$ cat src/design/medt_pkg.sv
// Shared types and constants for the mesh edge dedup table.
`default_nettype none
package medt_pkg;

   localparam int VERT_W       = 12;
   localparam int EDGE_IDX_W   = 13;
   localparam int MIDPOINT_W   = 14;
   localparam int COUNT_W      = 14;
   localparam int MASK_W       = 2;
   localparam int BASE_W       = 12;
   localparam int BBITS_W      = 4;
   localparam int BUCKET_W     = 16;
   localparam int BUCKET_MIN   = 4;

   localparam int EDGE_CAPACITY_DEF   = 8192;
   localparam int BUCKET_BITS_MAX_DEF = 12;

   localparam logic [31:0] HASH_MUL_LOW  = 32'd73856093;
   localparam logic [31:0] HASH_MUL_HIGH = 32'd19349663;

   localparam logic [MASK_W-1:0] FACE_FRONT = 2'd1;
   localparam logic [MASK_W-1:0] FACE_BACK  = 2'd2;

   localparam logic CSR_BASE_VERTEX = 1'b0;
   localparam logic CSR_BUCKET_BITS = 1'b1;

   typedef enum logic [1:0] {
      REQ_INSERT = 2'd0,
      REQ_READ   = 2'd1,
      REQ_CLEAR  = 2'd2,
      REQ_NONE   = 2'd3
   } req_kind_type;

   typedef enum logic [2:0] {
      ST_CLEAR,
      ST_IDLE,
      ST_HEAD,
      ST_NODE,
      ST_MISS,
      ST_READ,
      ST_OUT
   } medt_state_type;

   typedef struct packed {
      req_kind_type            kind;
      logic [VERT_W-1:0]       lo;
      logic [VERT_W-1:0]       hi;
      logic                    front;
      logic [EDGE_IDX_W-1:0]   sel;
      logic [BUCKET_W-1:0]     bucket;
   } medt_item_type;

   typedef struct packed {
      logic [EDGE_IDX_W-1:0]   edge_index;
      logic [MIDPOINT_W-1:0]   midpoint_vertex;
      logic                    is_new;
      logic [VERT_W-1:0]       low_vertex;
      logic [VERT_W-1:0]       high_vertex;
      logic [MASK_W-1:0]       face_mask;
      logic                    table_full;
      logic [COUNT_W-1:0]      edge_count;
   } medt_result_type;

endpackage
`default_nettype wire

$ cat src/design/medt_front.sv
// Front end: accept requests, order the endpoints and hash the pair.
`default_nettype none
module medt_front
   import medt_pkg::*;
#(
   parameter int BUCKET_BITS_MAX = BUCKET_BITS_MAX_DEF
) (
   input  wire logic                clock,
   input  wire logic                reset,
   input  wire logic                in_valid,
   output logic                     in_ready,
   input  wire logic [1:0]          in_kind,
   input  wire logic [VERT_W-1:0]   in_vert_a,
   input  wire logic [VERT_W-1:0]   in_vert_b,
   input  wire logic                in_front,
   input  wire logic [EDGE_IDX_W-1:0] in_sel,
   input  wire logic [BBITS_W-1:0]  bucket_bits,
   input  wire logic                hold,
   output logic                     q_valid,
   input  wire logic                q_ready,
   output medt_item_type            q_item
);

   logic          s1_valid_ff, s1_valid_in;
   medt_item_type s1_ff, s1_in;
   logic          s2_valid_ff, s2_valid_in;
   medt_item_type s2_ff;
   logic [31:0]   plo_ff, phi_ff;
   logic          s1_adv, s2_adv;
   logic [4:0]    eff_bits;
   logic [BUCKET_W-1:0] bmask;
   logic [31:0]   hash;

   assign s2_adv   = !s2_valid_ff || q_ready;
   assign s1_adv   = !s1_valid_ff || s2_adv;
   assign in_ready = s1_adv && !hold;

   always_comb begin
      s1_in       = s1_ff;
      s1_valid_in = s1_valid_ff;
      if (s1_adv) begin
         s1_valid_in   = in_valid && in_ready;
         s1_in.kind    = req_kind_type'(in_kind);
         s1_in.lo      = (in_vert_a < in_vert_b) ? in_vert_a : in_vert_b;
         s1_in.hi      = (in_vert_a < in_vert_b) ? in_vert_b : in_vert_a;
         s1_in.front   = in_front;
         s1_in.sel     = in_sel;
         s1_in.bucket  = '0;
      end
      s2_valid_in = s2_adv ? s1_valid_ff : s2_valid_ff;
   end

   always_ff @(posedge clock) begin
      if (reset) begin
         s1_valid_ff <= 1'b0;
         s2_valid_ff <= 1'b0;
      end else begin
         s1_valid_ff <= s1_valid_in;
         s2_valid_ff <= s2_valid_in;
      end
      s1_ff <= s1_in;
      if (s2_adv) begin
         s2_ff  <= s1_ff;
         plo_ff <= 32'(32'(s1_ff.lo) * HASH_MUL_LOW);
         phi_ff <= 32'(32'(s1_ff.hi) * HASH_MUL_HIGH);
      end
   end

   always_comb begin
      if (5'(bucket_bits) < 5'(BUCKET_MIN)) begin
         eff_bits = 5'(BUCKET_MIN);
      end else if (5'(bucket_bits) > 5'(BUCKET_BITS_MAX)) begin
         eff_bits = 5'(BUCKET_BITS_MAX);
      end else begin
         eff_bits = 5'(bucket_bits);
      end
      for (int i = 0; i < BUCKET_W; i++) begin
         bmask[i] = (5'(i) < eff_bits);
      end
      hash          = plo_ff ^ phi_ff;
      q_item        = s2_ff;
      q_item.bucket = hash[BUCKET_W-1:0] & bmask;
   end

   assign q_valid = s2_valid_ff;

endmodule
`default_nettype wire

$ cat config.mk
export PLATFORM = sky130hd
export DESIGN_NAME = medt_front
export DESIGN_NICKNAME = d
export VERILOG_FILES = /design/src/design/medt_pkg.sv /design/src/design/medt_front.sv
export SDC_FILE = /design/constraint.sdc
export NUM_CORES = 1
export LEC_CHECK = 0
export BUFFER_PORTS_ARGS = -buffer_cell sky130_fd_sc_hd__buf_2
export CORE_MARGIN = 3
export CORE_UTILIZATION = 31
export CTS_BUF_LIST = sky130_fd_sc_hd__clkbuf_8
export CTS_CLUSTER_SIZE = 8
export DETAILED_ROUTE_END_ITERATION = 8
export PLACE_DENSITY_LB_ADDON = 0.15
export SLEW_MARGIN = 25
export SYNTH_ARGS = -nofsm -noshare
export SYNTH_HDL_FRONTEND = slang
export SYNTH_SLANG_ARGS = --single-unit
$ cat constraint.sdc
create_clock -name clock -period 4.3 [get_ports clock]
set_input_delay 0.645 -clock clock [delete_from_list [all_inputs] [get_ports clock]]
set_output_delay 0.645 -clock clock [all_outputs]
set_load 0.02 [all_outputs]
==> impl_metrics.json, run 1 <==
{
  "r2r-start": "s1_ff[33]",
  "ys_top_cells_by_area": "edfxtp_1 (42%), ha_1 (16%), fa_1 (13%)",
  "dr.pass1.iters": 4,
  "dp.cells": 949,
  "grt_first_pass_wirelength_um": 25100,
  "n_fill_cell": 2164,
  "cp-startpoint": "s1_ff[33]",
  "clkSinkCount": 103,
  "h-tree-depth": 3,
  "rsz0062_at_grt": "false",
  "yosysWarnings": 0,
  "status": "finished, final reports clean",
  "clk_root_buffer_cell": "clkbuf_8",
  "die_w_um": 158,
  "dp_hpwl_um": 11800,
  "cts_resized": 0,
  "dieArea_um2": 24900,
  "whs_ns": 0.407,
  "layout_commonest_cell": "buf_2",
  "wl_per_cell_um": 16.2,
  "clock_skew_ns": 0.0300,
  "mostFrequentLayoutCells": "buf_2 (102), edfxtp_1 (101), inv_1 (99)",
  "drcViolationCount": 0,
  "gp_congestion": 0.794,
  "yosysSeqAreaShare_pct": 43.0,
  "clk_pin_slew_worst_paths_ns": 0.12,
  "worstMarginPinSlew_ns": 1.00,
  "synth_area_per_cell_um2": 12.2,
  "relSlewSlack_pct": 33.0,
  "synth_cells": 586,
  "seq_area_um2": 3070,
  "ant_nets": 0,
  "path_max_fanout": 5,
  "synth_top_area_share_pct": 42.4,
  "core.rowCount": 54,
  "synth_top_area_cell": "edfxtp_1",
  "hold_path_class": "in -> reg",
  "ir_drop_v": 0.000578,
  "syn_area_um2": 7150,
  "synthToLayoutAreaGrowth_pct": 13.8,
  "instances_no_fill": 965,
  "grtUsageTotal_pct": 12.9,
  "fmax_mhz": 243,
  "grt_overflow": 0,
  "initial_core_util_pct": 32.2,
  "drive_gt1_share_pct": 19.4,
  "grt_pass1_vias": 4774,
  "cp.required_ns": 4.42,
  "antenna_found_initial": 0,
  "cp-start-kind": "register",
  "post_cts_buffers": 0,
  "core_um2": 22200,
  "fp.dieH_um": 158,
  "finalSetupViolCount": 0,
  "nNetsFinal": 865,
  "numCtsBuffers": 9,
  "clk-insertion-delay-late_ns": 0.39,
  "fin_setup_tns_ns": 0,
  "diodes": 0,
  "synth_cell_type_count": 36,
  "arrival_ns": 4.24,
  "cap_violations": 0,
  "ys_ff_latch": 103,
  "multi_input_area_um2": 3530,
  "cellPowerDensity_nw_per_um2": 912,
  "hold_violations": 0,
  "p_leak_nw": 3.64,
  "io_pins": 107,
  "drt_iter0_drc": 351,
  "grt_max_degree": 49,
  "ctsLongestPathBuffers": 2,
  "timing.final.crit_share_pct": 95.9,
  "end_kind": "register",
  "critPathKind": "reg -> reg",
  "slew_violations": 0,
  "vias": 4718,
  "port_buffers": 102,
  "routed_wl_um": 15600,
  "hp-start": "reset",
  "cts_tree": "yes",
  "cts_hold_buf": 0,
  "min_period_ns": 4.12,
  "routed_via_density": 4.89
}
state kept, by name, indices dropped and copies added, names as in the netlist:
signal	count
s1_valid_ff	1
plo_ff	10
phi_ff	11
q_valid	1
s1_ff	40
q_item	40
metal layers:
metal | vias to the layer above | track usage, % | share of wire [%]
met2 | 143 | 22.0 | 50
li1 | 2277 | - | -
met3 | 13 | 2.08 | 5.3
met1 | 2285 | 16.9 | 43
met5 | - | 0 | 0
met4 | 0 | 3.68 | 1.3
report_power, final:
part           switching, mW  internal [mW]  total (mW)
Clock                  0.388          0.233       0.621
Combinational           2.75           2.24        4.99
Sequential             0.142           1.67        1.81
synth_stat cells:
cell type,count
ha_1,89
buf_6,2
inv_1,100
nor2_1,11
a21o_1,4
o211ai_1,24
a211oi_1,1
buf_4,7
conb_1,1
o21ai_0,8
o2111ai_1,24
o22ai_1,1
o21ai_1,2
and3_1,25
and4_1,1
nor2b_1,4
fa_1,47
nor3_1,5
a21oi_2,1
xor2_1,8
a21oi_1,13
buf_2,8
a211oi_4,1
o21a_2,1
a221oi_1,24
clkbuf_1,16
dfxtp_1,2
and2_1,2
o21a_1,1
edfxtp_1,101
a211o_1,1
xnor2_1,15
nand2b_1,4
nand2_1,5
o21bai_1,1
nand3_1,26
kinds of logic after synthesis:
kind of cell               after synthesis  synth area share (%)
adders and majority gates              136                  28.7
buffers and inverters                  133                  7.70
AOI/OAI and AO/OA                      107                  11.5
DFF                                    103                  43.0
and+or+nand+nor                         83                  6.20
xor gates and xnor gates                23                  2.82
other                                    1                0.0525
per-stage QoR:
step / util (%) / total power, mW / instance area [um^2] / setup WS [ns]
after floorplan: - / 5.67 / 7160 / 0.309
after global placement: 35.7 / 6.85 / 7930 / 0.291
after detailed placement: 35.7 / 6.93 / 7930 / 0.157
after CTS: 36.6 / 7.61 / 8140 / 0.132
after global routing: 36.6 / 8.39 / 8140 / 0.0211
final: 36.6 / 7.42 / 8140 / 0.178
final timing paths:
check,to,slack [ns],cells after the start
max,phi_ff[10],0.18,12
min,s1_valid_ff,0.41,2
max reg2reg,phi_ff[10],0.18,12
min reg2reg,q_item[24],0.43,0
worst max-delay path, stage by stage (launching register included):
cell,delay [ns]
edfxtp_1,0.50
fa_1,0.54
fa_1,0.50
ha_1,0.31
fa_1,0.55
inv_1,0.06
fa_1,0.53
inv_1,0.04
ha_1,0.34
a21oi_1,0.19
o22ai_1,0.11
nor2_1,0.12
xnor2_1,0.08
area by class of cell:
class / instances / area share, %
clock buffer: 9 / 1.52
clock inverter: 7 / 1.06
inverter: 100 / 4.61
multi-input combinational: 353 / 43.4
sequential: 103 / 37.8
tap: 280 / 4.31
timing repair buffer: 113 / 7.29
(Power assumes the default switching activity.)
==> run 2: changes to the inputs <==
Settings changed: PLACE_DENSITY_LB_ADDON 0.15 to 0.1.
==> run 2 against run 1 <==
  * Clock skew is 0.0081 ns lower
  * Core utilization is 0.096 points lower
  * Total power is 0.43% lower
  * Clock power is 3.9% lower
  * Count of clock-buffer cells in the layout stayed put
  * Flip-flop and latch count stayed put
  * Non-clock buffer count is 1 lower
  * Sequential power hardly changed
  * Final cell count is 0.10% lower
  * Sequential share of layout area is 0.099 points higher
  * Global-route usage is 0.51 points higher
  * Critical endpoint is now phi_ff[11]
  * Largest power group unchanged
==> impl_metrics.json, run 2 (synthesis results as in run 1) <==
{
  "status": "finished, final reports clean",
  "placed_area_um2": 7920,
  "clk_pin_slew_worst_paths_ns": 0.11,
  "drt_iter0_drc": 344,
  "layout_commonest_cell": "buf_2",
  "cts_tree": "yes",
  "grt_overflow": 0,
  "port_buffers": 102,
  "instances_no_fill": 964,
  "p_leak_nw": 3.63,
  "h-tree-depth": 3,
  "critPathKind": "reg -> reg",
  "dp_hpwl_um": 12000,
  "synthToLayoutAreaGrowth_pct": 13.6,
  "routed_via_density": 4.89,
  "dr.pass1.iters": 4,
  "clk_root_buffer_cell": "clkbuf_8",
  "io_pins": 107,
  "relSlewSlack_pct": 33.1,
  "clkSinkCount": 103,
  "finalSetupViolCount": 0,
  "clk-insertion-delay-late_ns": 0.39,
  "arrival_ns": 4.23,
  "gp_congestion": 0.795,
  "numCtsBuffers": 9,
  "n_fill_cell": 2191,
  "post_cts_buffers": 0,
  "cp-startpoint": "s1_ff[33]",
  "grt_first_pass_wirelength_um": 25900,
  "fin_util_pct": 36.5,
  "r2r-start": "s1_ff[33]",
  "worstMarginPinSlew_ns": 1.00,
  "antenna_found_initial": 0,
  "end_kind": "register",
  "ir_drop_v": 0.000549,
  "hold_violations": 0,
  "mostFrequentLayoutCells": "buf_2 (102), edfxtp_1 (101), inv_1 (99)",
  "path_max_fanout": 5,
  "cellPowerDensity_nw_per_um2": 910,
  "die_w_um": 158,
  "rsz0062_at_grt": "false",
  "timing.final.crit_share_pct": 94.9,
  "fmax_mhz": 245,
  "ctsLongestPathBuffers": 2,
  "nNetsFinal": 864,
  "cp-start-kind": "register",
  "final_area_um2": 8120,
  "drive_gt1_share_pct": 19.4,
  "diodes": 0,
  "routed_wl_um": 16100,
  "initial_core_util_pct": 32.2,
  "hp-start": "reset",
  "grt_max_degree": 50,
  "ant_nets": 0,
  "core.rowCount": 54,
  "cap_violations": 0,
  "fp.dieH_um": 158,
  "drcViolationCount": 0,
  "multi_input_area_um2": 3540,
  "slew_violations": 0,
  "grt_pass1_vias": 4854,
  "fin_setup_tns_ns": 0,
  "cp.required_ns": 4.45,
  "hold_path_class": "in -> reg",
  "wl_per_cell_um": 16.7,
  "clock_skew_ns": 0.0219,
  "seq_area_um2": 3070,
  "cts_hold_buf": 0,
  "core_um2": 22200,
  "min_period_ns": 4.08,
  "whs_ns": 0.404,
  "dp.cells": 948,
  "dieArea_um2": 24900,
  "grtUsageTotal_pct": 13.4,
  "cts_resized": 0,
  "vias": 4715
}
[run 2: worst max-delay path: stages (launching register included)]
cell	delay (ns)
edfxtp_1	0.51
fa_1	0.53
fa_1	0.50
ha_1	0.32
fa_1	0.54
inv_1	0.06
fa_1	0.52
inv_1	0.04
ha_1	0.34
o21ai_0	0.14
o21ai_0	0.16
nand2_1	0.08
xnor2_1	0.12
[run 2: final cells by class]
| type | instances | share of cell area (%) |
|---|---|---|
| flip-flops and latches | 103 | 37.9 |
| clock inverters | 7 | 0.802 |
| clock buffers | 9 | 1.53 |
| multi-input cells | 353 | 43.6 |
| well taps | 280 | 4.32 |
| repair buffers | 112 | 7.22 |
| inverters | 100 | 4.63 |
[run 2: stage by stage]
| stage | power (mW) | setup slack [ns] |
|---|---|---|
| 2_1_floorplan | 5.67 | 0.309 |
| 3_3_place_gp | 6.86 | 0.275 |
| 3_5_place_dp | 6.89 | 0.177 |
| 4_1_cts | 7.55 | 0.177 |
| 5_1_grt | 8.35 | 0.0203 |
| 6_report | 7.39 | 0.220 |
[run 2: per-layer routing]
metal,GRT usage [%],routed length [um]
met5,0,0
met4,5.70,414
met2,21.6,7960
met1,18.1,7060
met3,1.80,661
[run 2: power by group]
| group | internal (mW) | switching, mW | total, mW |
|---|---|---|---|
| Clock | 0.222 | 0.374 | 0.597 |
| Combinational | 2.25 | 2.73 | 4.97 |
| Sequential | 1.67 | 0.147 | 1.82 |
[run 2: final timing paths]
check / cells after the start / slack [ns] / end
max: 12 / 0.22 / phi_ff[11]
min: 2 / 0.40 / q_valid
max reg2reg: 12 / 0.22 / phi_ff[11]
min reg2reg: 0 / 0.43 / q_item[54]
