## src/design/medt_pkg.sv

```systemverilog
// Shared types and constants for the mesh edge dedup table.
`default_nettype none
package medt_pkg;

   localparam int VERT_W       = 12;
   localparam int EDGE_IDX_W   = 13;
   localparam int MIDPOINT_W   = 14;
   localparam int COUNT_W      = 14;
   localparam int MASK_W       = 2;
   localparam int BASE_W       = 12;
   localparam int BBITS_W      = 4;
   localparam int BUCKET_W     = 16;
   localparam int BUCKET_MIN   = 4;

   localparam int EDGE_CAPACITY_DEF   = 8192;
   localparam int BUCKET_BITS_MAX_DEF = 12;

   localparam logic [31:0] HASH_MUL_LOW  = 32'd73856093;
   localparam logic [31:0] HASH_MUL_HIGH = 32'd19349663;

   localparam logic [MASK_W-1:0] FACE_FRONT = 2'd1;
   localparam logic [MASK_W-1:0] FACE_BACK  = 2'd2;

   localparam logic CSR_BASE_VERTEX = 1'b0;
   localparam logic CSR_BUCKET_BITS = 1'b1;

   typedef enum logic [1:0] {
      REQ_INSERT = 2'd0,
      REQ_READ   = 2'd1,
      REQ_CLEAR  = 2'd2,
      REQ_NONE   = 2'd3
   } req_kind_type;

   typedef enum logic [2:0] {
      ST_CLEAR,
      ST_IDLE,
      ST_HEAD,
      ST_NODE,
      ST_MISS,
      ST_READ,
      ST_OUT
   } medt_state_type;

   typedef struct packed {
      req_kind_type            kind;
      logic [VERT_W-1:0]       lo;
      logic [VERT_W-1:0]       hi;
      logic                    front;
      logic [EDGE_IDX_W-1:0]   sel;
      logic [BUCKET_W-1:0]     bucket;
   } medt_item_type;

   typedef struct packed {
      logic [EDGE_IDX_W-1:0]   edge_index;
      logic [MIDPOINT_W-1:0]   midpoint_vertex;
      logic                    is_new;
      logic [VERT_W-1:0]       low_vertex;
      logic [VERT_W-1:0]       high_vertex;
      logic [MASK_W-1:0]       face_mask;
      logic                    table_full;
      logic [COUNT_W-1:0]      edge_count;
   } medt_result_type;

endpackage
`default_nettype wire

```

## src/design/medt_fifo.sv

```systemverilog
// Two-entry queue between the front end and the table engine.
`default_nettype none
module medt_fifo
   import medt_pkg::*;
(
   input  wire logic          clock,
   input  wire logic          reset,
   input  wire logic          push,
   input  wire medt_item_type push_item,
   output logic               not_full,
   input  wire logic          pop,
   output medt_item_type      pop_item,
   output logic               not_empty
);

   medt_item_type slot_ff [2];
   logic          wptr_ff, rptr_ff;
   logic [1:0]    fill_ff;
   logic          do_push, do_pop;

   assign not_full  = (fill_ff != 2'd2);
   assign not_empty = (fill_ff != 2'd0);
   assign do_push   = push && not_full;
   assign do_pop    = pop && not_empty;
   assign pop_item  = slot_ff[rptr_ff];

   always_ff @(posedge clock) begin
      if (reset) begin
         wptr_ff <= 1'b0;
         rptr_ff <= 1'b0;
         fill_ff <= 2'd0;
      end else begin
         if (do_push) wptr_ff <= !wptr_ff;
         if (do_pop) rptr_ff <= !rptr_ff;
         if (do_push && !do_pop) begin
            fill_ff <= fill_ff + 2'd1;
         end else if (do_pop && !do_push) begin
            fill_ff <= fill_ff - 2'd1;
         end
      end
      if (do_push) slot_ff[wptr_ff] <= push_item;
   end

endmodule
`default_nettype wire

```

## config.mk

```make
export PLATFORM = sky130hd
export DESIGN_NAME = medt_fifo
export DESIGN_NICKNAME = d
export VERILOG_FILES = /design/src/design/medt_pkg.sv /design/src/design/medt_fifo.sv
export SDC_FILE = /design/constraint.sdc
export NUM_CORES = 1
export LEC_CHECK = 0
export BUFFER_PORTS_ARGS = -buffer_cell sky130_fd_sc_hd__buf_2
export CAP_MARGIN = 20
export CELL_PAD_IN_SITES_DETAIL_PLACEMENT = 0
export CELL_PAD_IN_SITES_GLOBAL_PLACEMENT = 1
export CORE_MARGIN = 8
export CORE_UTILIZATION = 39
export DETAILED_ROUTE_END_ITERATION = 6
export PLACE_DENSITY_LB_ADDON = 0.1
export SLEW_MARGIN = 20
export SYNTH_ARGS = -nofsm -noshare
export SYNTH_HDL_FRONTEND = slang
export SYNTH_SLANG_ARGS = --single-unit
```

## constraint.sdc

```tcl
create_clock -name clock -period 2.49 [get_ports clock]
set_input_delay 0.249 -clock clock [delete_from_list [all_inputs] [get_ports clock]]
set_output_delay 0.249 -clock clock [all_outputs]
set_load 0.005 [all_outputs]
```

==> results of run 1 <==
per-stage QoR:
stage	worst slack, ps	hold WS, ps
floorplan	102	318
global placement	806	436
detailed placement	796	440
CTS	293	55.2
global route	227	67.6
finish	369	88.8
cell type report:
type	count	share of cell area
inverters	1	0.000602
multi-input cells	74	0.120
flip-flops and latches	117	0.556
clock buffers	21	0.0689
repair buffers	180	0.197
clock inverters	11	0.0291
well taps	140	0.0281
cell families after synthesis:
logic type      synth area share
flops                      0.810
simple gates              0.0117
xor+xnor                 0.00615
mux                        0.148
compound gates           0.00703
buf+inv                   0.0143
fa+ha+maj                0.00293
final timing paths:
check | endpoint | depth (start not counted) | startpoint
max | pop_item[48] | 3 | flip-flop
min | wptr_ff | 3 | push
max reg2reg | slot_ff[0][16] | 4 | fill_ff[0]
min reg2reg | rptr_ff | 2 | rptr_ff
power by group:
part | switching [uW] | total, uW | internal, uW | leakage [uW]
clock | 774 | 2490 | 1710 | 0.000297
combinational | 585 | 1270 | 683 | 0.000999
sequential | 89.6 | 2550 | 2460 | 0.00109
total | 1450 | 6310 | 4860 | 0.00238
layout by cell type, fill, tap and decap left out:
| master | n |
|---|---|
| xor2_1 | 3 |
| nand2b_1 | 1 |
| edfxtp_1 | 112 |
| bufinv_16 | 5 |
| buf_4 | 4 |
| clkinv_2 | 4 |
| dfxtp_1 | 4 |
| clkinvlp_4 | 1 |
| o21ai_0 | 2 |
| or2_2 | 1 |
| dfxtp_2 | 1 |
| inv_2 | 1 |
| clkinv_1 | 1 |
| or3_1 | 1 |
| a21bo_2 | 1 |
| buf_2 | 117 |
| ha_1 | 1 |
| mux2_2 | 56 |
| buf_12 | 2 |
| dlygate4sd3_1 | 57 |
| nand3b_1 | 1 |
| clkbuf_1 | 4 |
| clkbuf_16 | 16 |
| a21oi_1 | 2 |
| and3_2 | 1 |
| clkbuf_8 | 1 |
| nor2_1 | 3 |
| and2_1 | 1 |
flip-flops by register name, indices dropped and copies added (netlist names), named ones only:
signal,flops
wptr_ff,1
fill_ff,2
rptr_ff,1
slot_ff,112
worst max-delay path, stage by stage, from the launching register on:
cell,delay [ps]
dfxtp_2,520
buf_4,340
mux2_2,370
buf_2,130
per-layer routing:
layer / part of all wire / vias up / track usage / wire length (um)
met4: 0.0089 / 0 / 0.0515 / 78
li1: - / 1171 / - / -
met2: 0.49 / 81 / 0.206 / 4300
met5: 0 / - / 0 / 0
met1: 0.42 / 1175 / 0.137 / 3630
met3: 0.081 / 10 / 0.0643 / 708
==> Implementation_results.wiki, run 1 <==
{| class="wikitable"
! Metric !! Value
|-
| Port-buffer cells || 117
|-
| First-pass detailed-route iteration total || 4
|-
| Number of library cell types mapped by synthesis || 19
|-
| Final-report max-slew violation count || 0
|-
| DP Cell Count || 455
|-
| Max Buffers Root-to-Sink || 2
|-
| Avg Synthesized Cell Area || 21.6 um2
|-
| Clock tree from TritonCTS || yes
|-
| Top-area cell type share of the netlist area || 0.787
|-
| Starting DRC count in detailed routing || 113
|-
| CTS Hold Buffers Added || 57
|-
| Clock buffers created by TritonCTS || 17
|-
| Utilization of the core after routing || 0.580
|-
| Number of max-cap violations || 0
|-
| Worst endpoint required time || 2240 ps
|-
| RSZ-0062 raised after global routing || false
|-
| Vias in the first global route || 2,750
|-
| Area after DPL || 5050 um2
|-
| Final instance count without filler cells || 544
|-
| Number of enable-type register cells in the synthesized netlist || 112
|-
| Worst Path Arrival || 1870 ps
|-
| Layout cells sized above 1 || 0.522
|-
| Wire per inst || 16.0 um
|-
| Cell count after synthesis || 198
|-
| Global-route wire length before repair || 13,800 um
|-
| Count of yosys warnings during synthesis || 0
|-
| Nets || 452
|-
| Total Routed Length || 8720 um
|-
| Reg clk slew, reported paths || 50 ps
|-
| Initial antenna violation count || 0
|-
| Count of filler cells inserted in the layout || 871
|-
| Overall die area || 14,600 um2
|-
| Initial standard-cell utilization of the core || 0.398
|-
| Clock Sink Count || 117
|-
| Hold violation count in the final report || 0
|-
| Layout overhead on the synthesized area || 45.8%
|-
| Width of the die || 121 um
|-
| Top FF cell, synth || edfxtp_1
|-
| Setup slack on the worst flop-to-flop path || 820 ps
|-
| Register area share after synthesis || 0.810
|-
| Drt via density || 4.48
|-
| All-layer global routing usage || 0.126
|-
| Worst Tran Pin Value || 408 ps
|-
| Total number of vias || 2,437
|-
| Library cell used as clock root buffer || clkbuf_8
|-
| Residual DRC count || 0
|-
| Fin crit period || 2120 ps
|-
| Number of setup violations in the final report || 0
|-
| Cell area after synthesis || 4270 um2
|-
| Most frequent cell after synthesis || edfxtp_1
|-
| PD cells || 1010 nW/um2
|-
| Area of the multi-input gates || 751 um2
|-
| Number of top-level design ports || 118
|-
| Classification of the worst setup path || flip-flop to output port
|-
| Worst Clk Skew || 6.27 ps
|-
| Max Clock Freq || 472 MHz
|-
| Setup fix buffers added after clock tree synthesis || 0
|-
| Floorplan die height || 121 um
|-
| DPL Wire Length || 5650 um
|-
| Worst-skew pair later-pin latency || 510 ps
|-
| Net Count, Synth || 259
|-
| CP Max Fanout || 18
|-
| ANT cells || 0
|-
| Leakage power summed over all cells || 0.00238 uW
|-
| Maximum vdd drop || 0.000472 V
|-
| Min-delay worst type || input pin to flip-flop
|-
| Total global routing overflow || 0
|-
| Row count || 38
|-
| Post-route standard cell area excluding fillers || 6230 um2
|-
| Post-cts repair resize count || 0
|-
| Sum of negative setup slack || 0 ps
|-
| Pwr Total || 6310 uW
|-
| Share of the cycle needed by the critical path after routing || 0.852
|-
| Ranking of synthesized cells by area || edfxtp_1, mux2_2, dfxtp_1, buf_6, xor2_1
|-
| Run status || completed
|-
| Library cell occupying the most area in the post-synthesis netlist || edfxtp_1
|-
| CTS H-Tree Depth || 4
|-
| Largest net degree at the start of global routing || 30
|-
| Area of the placeable core || 10,700 um2
|-
| Most frequent cells after synthesis || edfxtp_1, mux2_2, dfxtp_1
|-
| CP Launch Type || flip-flop
|-
| Number of nets with antenna violations after routing || 0
|-
| Number of storage elements in the synthesis netlist || 117
|-
| Share of flip-flops with an asynchronous set or reset after synthesis || 0
|-
| Register area || 3460 um2
|-
| RePlAce Congestion || 0.682
|-
| Relative max-transition margin || 0.728
|-
| Type of element capturing the critical path || output port
|}
Note: power is estimated with default switching activity, not from simulation.
==> run 2, diff against run 1 <==
--- a/config.mk
+++ b/config.mk
@@ -6,13 +6,12 @@
 export NUM_CORES = 1
 export LEC_CHECK = 0
 export BUFFER_PORTS_ARGS = -buffer_cell sky130_fd_sc_hd__buf_2
-export CAP_MARGIN = 20
 export CELL_PAD_IN_SITES_DETAIL_PLACEMENT = 0
 export CELL_PAD_IN_SITES_GLOBAL_PLACEMENT = 1
 export CORE_MARGIN = 8
 export CORE_UTILIZATION = 39
 export DETAILED_ROUTE_END_ITERATION = 6
-export PLACE_DENSITY_LB_ADDON = 0.1
+export PLACE_DENSITY_LB_ADDON = 0.15
 export SLEW_MARGIN = 20
 export SYNTH_ARGS = -nofsm -noshare
 export SYNTH_HDL_FRONTEND = slang
==> run 2 against run 1 <==
Effect of this change: total power decreased by 4.2%; hold slack got worse by 12 ps; clock-buffer cell count rose by 8; clock power is 11% lower; setup slack worse by 40 ps; non-clock buffer count shrank 2; core utilization decreased by 0.38 points; die area unchanged; via count barely moved; final cell count is 0.37% lower; critical path depth unchanged; sequential power about the same; critical path type unchanged; largest power group unchanged.
==> Implementation_results.wiki, run 2 (synthesis gave the netlist of run 1 again) <==
{| class="wikitable"
! Metric !! Value
|-
| RePlAce Congestion || 0.680 (-0.28%)
|-
| Overall die area || 14,600 um2 (unchanged)
|-
| Register area || 3460 um2 (unchanged)
|-
| Clock buffers created by TritonCTS || 17 (unchanged)
|-
| Share of the cycle needed by the critical path after routing || 0.868 (+0.0159)
|-
| Clock tree from TritonCTS || yes
|-
| Hold violation count in the final report || 0 (unchanged)
|-
| Largest net degree at the start of global routing || 57 (+90%)
|-
| Worst Clk Skew || 5.99 ps (-0.288 ps)
|-
| CP Max Fanout || 22 (+4)
|-
| Max Buffers Root-to-Sink || 2 (unchanged)
|-
| Clock Sink Count || 117 (unchanged)
|-
| Maximum vdd drop || 0.000453 V (-4.1%)
|-
| Reg clk slew, reported paths || 50 ps (about the same)
|-
| DPL Wire Length || 5500 um (-2.7%)
|-
| Starting DRC count in detailed routing || 114 (+0.88%)
|-
| Area of the multi-input gates || 751 um2 (unchanged)
|-
| Nets || 450 (-0.44%)
|-
| Type of element capturing the critical path || output port
|-
| Number of nets with antenna violations after routing || 0 (unchanged)
|-
| Initial standard-cell utilization of the core || 0.398 (unchanged)
|-
| Min-delay worst type || input pin to flip-flop
|-
| Floorplan die height || 121 um (unchanged)
|-
| Count of filler cells inserted in the layout || 862 (-1.0%)
|-
| Drt via density || 4.49 (+0.29%)
|-
| CP Launch Type || flip-flop
|-
| Largest registers || slot_ff x112, fill_ff x2
|-
| Port-buffer cells || 117 (unchanged)
|-
| Leading cell type in the layout, fill and taps excluded || buf_2
|-
| Relative max-transition margin || 0.653 (-0.0744)
|-
| Vias in the first global route || 2,682 (-2.5%)
|-
| Width of the die || 121 um (unchanged)
|-
| Library cell used as clock root buffer || clkbuf_8
|-
| PD cells || 976 nW/um2 (-3.6%)
|-
| Final instance count without filler cells || 542 (-0.37%)
|-
| Number of top-level design ports || 118 (unchanged)
|-
| Number of max-cap violations || 0 (unchanged)
|-
| DP Cell Count || 453 (-0.44%)
|-
| Number of setup violations in the final report || 0 (unchanged)
|-
| First-pass detailed-route iteration total || 6 (+2)
|-
| Worst-skew pair later-pin latency || 500 ps (about the same)
|-
| Largest Register || slot_ff
|-
| All-layer global routing usage || 0.126 (-0.000325)
|-
| Layout overhead on the synthesized area || 44.8%
|-
| Worst Path Arrival || 1910 ps (+40 ps)
|-
| Total global routing overflow || 0 (unchanged)
|-
| Leakage power summed over all cells || 0.00236 uW (-1.0%)
|-
| Number of flip-flops under the largest register name || 112 (unchanged)
|-
| Residual DRC count || 0 (unchanged)
|-
| Global-route wire length before repair || 13,900 um (+0.45%)
|-
| Worst endpoint required time || 2240 ps (about the same)
|-
| Highest-count cells in the layout ignoring fill and taps || buf_2, edfxtp_1, dlygate4sd3_1, mux2_2, clkbuf_16
|-
| Run status || completed
|-
| Sum of negative setup slack || 0 ps (unchanged)
|-
| Max Clock Freq || 463 MHz (-1.8%)
|-
| Area of the placeable core || 10,700 um2 (unchanged)
|-
| Final-report max-slew violation count || 0 (unchanged)
|-
| Setup fix buffers added after clock tree synthesis || 0 (unchanged)
|-
| Worst Tran Pin Value || 520 ps (+112 ps)
|-
| Row count || 38 (unchanged)
|-
| Classification of the worst setup path || flip-flop to output port
|-
| ANT cells || 0 (unchanged)
|-
| RSZ-0062 raised after global routing || false
|-
| Fin crit period || 2160 ps (+39.7 ps)
|-
| Wire per inst || 16.0 um (about the same)
|-
| Total number of vias || 2,435 (-0.082%)
|-
| Total Routed Length || 8690 um (-0.29%)
|-
| Layout cells sized above 1 || 0.517 (-0.00486)
|-
| CTS H-Tree Depth || 4 (unchanged)
|-
| Initial antenna violation count || 0 (unchanged)
|}
==> run 2: changes by cell type in the layout (fill, tap and decap cells not counted), sizes merged <==
cell      change
buf           -2
clkinvlp      -1
clkinv        -3
bufinv        -4
clkbuf        +8
==> run 2: stage by stage <==
| step | area [um2] | utilization | hold WS, ps | power [uW] | worst slack (ps) |
|---|---|---|---|---|---|
| 2_1_floorplan | 4270 | - | 318 | 3300 | 102 |
| 3_3_place_gp | 5060 | 0.471 | 437 | 3830 | 829 |
| 3_5_place_dp | 5060 | 0.471 | 440 | 3840 | 810 |
| 4_1_cts | 6190 | 0.576 | 48.0 | 6150 | 260 |
| 5_1_grt | 6190 | 0.576 | 62.4 | 6350 | 200 |
| 6_report | 6190 | 0.576 | 76.7 | 6040 | 330 |
==> run 2: what timing repair did <==
item                      4_1_cts  5_1_grt
hold buffers                   57        0
gates resized for setup         0        0
hold endpoints to repair      117        0
==> run 2: power by group <==
group | internal [uW] | switching [uW] | total (uW) | leakage (uW)
sequential | 2460 | 107 | 2570 | 0.00109
combinational | 697 | 564 | 1260 | 0.000995
clock | 1480 | 730 | 2210 | 0.000277
total | 4640 | 1400 | 6040 | 0.00236
==> run 2: path summary, 6_finish.rpt <==
path,endpoint,depth (start not counted),start,slack [ps]
hold reg to reg,rptr_ff,2,rptr_ff,500
setup / recovery,pop_item[47],3,flip-flop,330
hold / removal,wptr_ff,3,push,80
setup reg to reg,fill_ff[1],5,fill_ff[0],880
==> run 2: area by class of cell <==
cell class	instances	share of cell area
tap	140	0.0283
multi-input combinational	74	0.121
clock buffer	29	0.0839
clock inverter	3	0.00647
inverter	1	0.000606
sequential	117	0.560
timing repair buffer	178	0.200
==> run 2: worst max-delay path, stage by stage (launching register included) <==
cell	delay, ps
dfxtp_2	650
buf_12	250
mux2_2	370
buf_2	130
==> run 2: per-layer routing <==
layer	wire, um	track usage	up-vias
li1	-	-	1166
met1	3690	0.143	1168
met2	4180	0.198	88
met3	651	0.0550	13
met4	173	0.0648	0
met5	0	0	-
==> run 3, diff against run 2 <==
--- a/config.mk
+++ b/config.mk
@@ -9,7 +9,7 @@
 export CELL_PAD_IN_SITES_DETAIL_PLACEMENT = 0
 export CELL_PAD_IN_SITES_GLOBAL_PLACEMENT = 1
 export CORE_MARGIN = 8
-export CORE_UTILIZATION = 39
+export CORE_UTILIZATION = 40
 export DETAILED_ROUTE_END_ITERATION = 6
 export PLACE_DENSITY_LB_ADDON = 0.15
 export SLEW_MARGIN = 20
==> constraint.sdc (replaced) <==
create_clock -name clock -period 2.5 [get_ports clock]
set_input_delay 0.25 -clock clock [delete_from_list [all_inputs] [get_ports clock]]
set_output_delay 0.25 -clock clock [all_outputs]
set_load 0.005 [all_outputs]
==> run 3 against run 2 <==
Effect of this change: sequential power fell by 2%; die area fell by 2.2%; total power fell by 3.8%; critical endpoint is now pop_item[55]; largest cell class unchanged; highest routed layer unchanged.
==> Implementation_results.wiki, run 3 (synthesis gave the netlist of run 1 again) <==
{| class="wikitable"
! Metric !! Value
|-
| Worst Tran Pin Value || 414 ps (-106 ps)
|-
| Relative max-transition margin || 0.721 (+0.0677)
|-
| Min-delay worst type || input pin to flip-flop
|-
| Width of the die || 119 um (-1.1%)
|-
| Clk network pwr share || 0.346 (-0.019)
|-
| Total global routing overflow || 0 (unchanged)
|-
| CTS H-Tree Depth || 4 (unchanged)
|-
| Library cell used as clock root buffer || clkbuf_8
|-
| Max Clock Freq || 499 MHz
|-
| Combinational share of power || 0.218 (+0.009)
|-
| Setup slack on the worst flop-to-flop path || 860 ps (-20 ps)
|-
| Largest stage delay on the critical path || 400 ps (-250 ps)
|-
| Fin crit period || 2000 ps
|-
| PD cells || 954 nW/um2 (-2.2%)
|-
| Worst-skew pair later-pin latency || 500 ps (about the same)
|-
| Detailed-routed wire length on met3 || 780 um (+20%)
|-
| Residual DRC count || 0 (unchanged)
|-
| Number of flip-flops under the largest register name || 112 (unchanged)
|-
| Type of element capturing the critical path || output port
|-
| Worst path setup slack after routing || 496 ps (+167 ps)
|-
| Classification of the worst setup path || flip-flop to output port
|-
| Post-cts repair resize count || 0 (unchanged)
|-
| Uppermost metal layer occupied by signal nets || met4
|-
| Count of filler cells inserted in the layout || 828 (-3.9%)
|-
| First-pass detailed-route iteration total || 5 (-1)
|-
| Area of the placeable core || 10,400 um2 (-3.5%)
|-
| CP Launch Type || flip-flop
|-
| Number of nets with antenna violations after routing || 0 (unchanged)
|-
| Global-route wire length before repair || 14,000 um (+0.65%)
|-
| RSZ-0062 raised after global routing || false
|-
| Clock tree from TritonCTS || yes
|-
| Drt via density || 4.52 (+0.70%)
|-
| Reg clk slew, reported paths || 50 ps (about the same)
|-
| Leakage power summed over all cells || 0.00232 uW (-1.6%)
|-
| Net Switching || 1410 uW (+0.42%)
|-
| Final-report max-slew violation count || 0 (unchanged)
|-
| Share of the cycle needed by the critical path after routing || 0.801
|-
| Largest registers || slot_ff x112, fill_ff x2
|-
| Initial antenna violation count || 0 (unchanged)
|-
| DPL Wire Length || 5450 um (-0.86%)
|-
| Hold violation count in the final report || 0 (unchanged)
|-
| Wire length on met2 || 4240 um (+1.3%)
|-
| Cell-by-cell listing of the critical path || buf_12 -> mux2_2 -> buf_2
|-
| Layout overhead on the synthesized area || 42.6%
|-
| Pre-CTS setup slack || 882 ps (+71.2 ps)
|-
| Reg power frac || 0.435 (+0.009)
|-
| Leading cell type in the layout, fill and taps excluded || buf_2
|-
| Highest-count cells in the layout ignoring fill and taps || buf_2, edfxtp_1, dlygate4sd3_1, mux2_2, clkbuf_16
|-
| Max Buffers Root-to-Sink || 2 (unchanged)
|-
| Layout cells sized above 1 || 0.510 (-0.00741)
|-
| Number of top-level design ports || 118 (unchanged)
|-
| ANT cells || 0 (unchanged)
|-
| Setup fix buffers added after clock tree synthesis || 0 (unchanged)
|-
| Wire per inst || 16.4 um (+2.3%)
|-
| Max stage delay cell, worst path || dfxtp_2
|-
| Worst endpoint required time || 2250 ps (about the same)
|-
| Row count || 37 (-2.6%)
|-
| Met1 WL || 3680 um (-0.22%)
|-
| Number of max-cap violations || 0 (unchanged)
|-
| Switching Share || 0.242 (+0.0100)
|-
| Vias in the first global route || 2,741 (+2.2%)
|-
| Internal power || 4410 uW (-5.0%)
|-
| Largest net degree at the start of global routing || 53 (-7.0%)
|-
| Run status || completed
|-
| RePlAce Congestion || 0.696 (+2.3%)
|-
| Initial standard-cell utilization of the core || 0.412 (+0.0144)
|-
| Total Routed Length || 8800 um (+1.2%)
|-
| Largest Register || slot_ff
|-
| Port-buffer cells || 117 (unchanged)
|-
| Total number of vias || 2,425 (-0.41%)
|-
| CTS Hold Buffers Added || 57 (unchanged)
|-
| Sum of negative setup slack || 0 ps (unchanged)
|-
| Number of setup violations in the final report || 0 (unchanged)
|-
| Starting DRC count in detailed routing || 81 (-29%)
|-
| Clock buffers created by TritonCTS || 17 (unchanged)
|-
| Worst Clk Skew || 5.96 ps (-0.0273 ps)
|-
| Overall die area || 14,200 um2 (-2.2%)
|-
| All-layer global routing usage || 0.129 (+0.00279)
|-
| Maximum vdd drop || 0.000514 V (+13%)
|-
| CP Max Fanout || 52 (+140%)
|-
| Clock Sink Count || 117 (unchanged)
|-
| Nets || 450 (unchanged)
|-
| Floorplan die height || 119 um (-1.1%)
|-
| Worst Path Arrival || 1750 ps (-160 ps)
|}
run 3: stage by stage:
stage	area, um2	util	power [uW]	cells	hold slack, ps
after global routing	6090	0.588	6100	536	71.8
after global placement	5030	0.485	3790	449	438
after CTS	6090	0.588	5900	536	61.2
final	6090	0.588	5810	536	90.9
after floorplan	4270	-	3280	198	319
after detailed placement	5030	0.485	3790	449	442
run 3: metal layers:
| metal | track usage | vias to the layer above |
|---|---|---|
| li1 | - | 1166 |
| met1 | 0.143 | 1156 |
| met2 | 0.204 | 95 |
| met3 | 0.0694 | 8 |
| met4 | 0.0507 | 0 |
| met5 | 0 | - |
run 3: cell type report:
type,instances,area (um2),share of cell area
clock inverters,8,61.3,0.0101
well taps,136,170,0.0279
multi-input cells,74,751,0.123
inverters,1,3.75,0.000616
flip-flops and latches,117,3460,0.568
repair buffers,178,1210,0.199
clock buffers,22,433,0.0710
run 3: power by group through the flow:
stage          combinational [uW]  clock, uW  sequential [uW]
2_1_floorplan                 736          0             2550
3_3_place_gp                 1230          0             2550
3_5_place_dp                 1220          0             2570
4_1_cts                      1300       2060             2530
5_1_grt                      1390       2170             2550
6_report                     1270       2010             2530
run 3: worst max-delay path: cells and delay by family (launching register included):
family                 cells  cell delay (ps)
flip-flops                 1              400
buffers and inverters      2              440
multiplexers               1              400
run 3: final timing paths:
kind / startpoint / to / cells after the start
max: flip-flop / pop_item[55] / 3
min: push / wptr_ff / 3
max reg2reg: fill_ff[0] / fill_ff[1] / 5
min reg2reg: rptr_ff / rptr_ff / 2
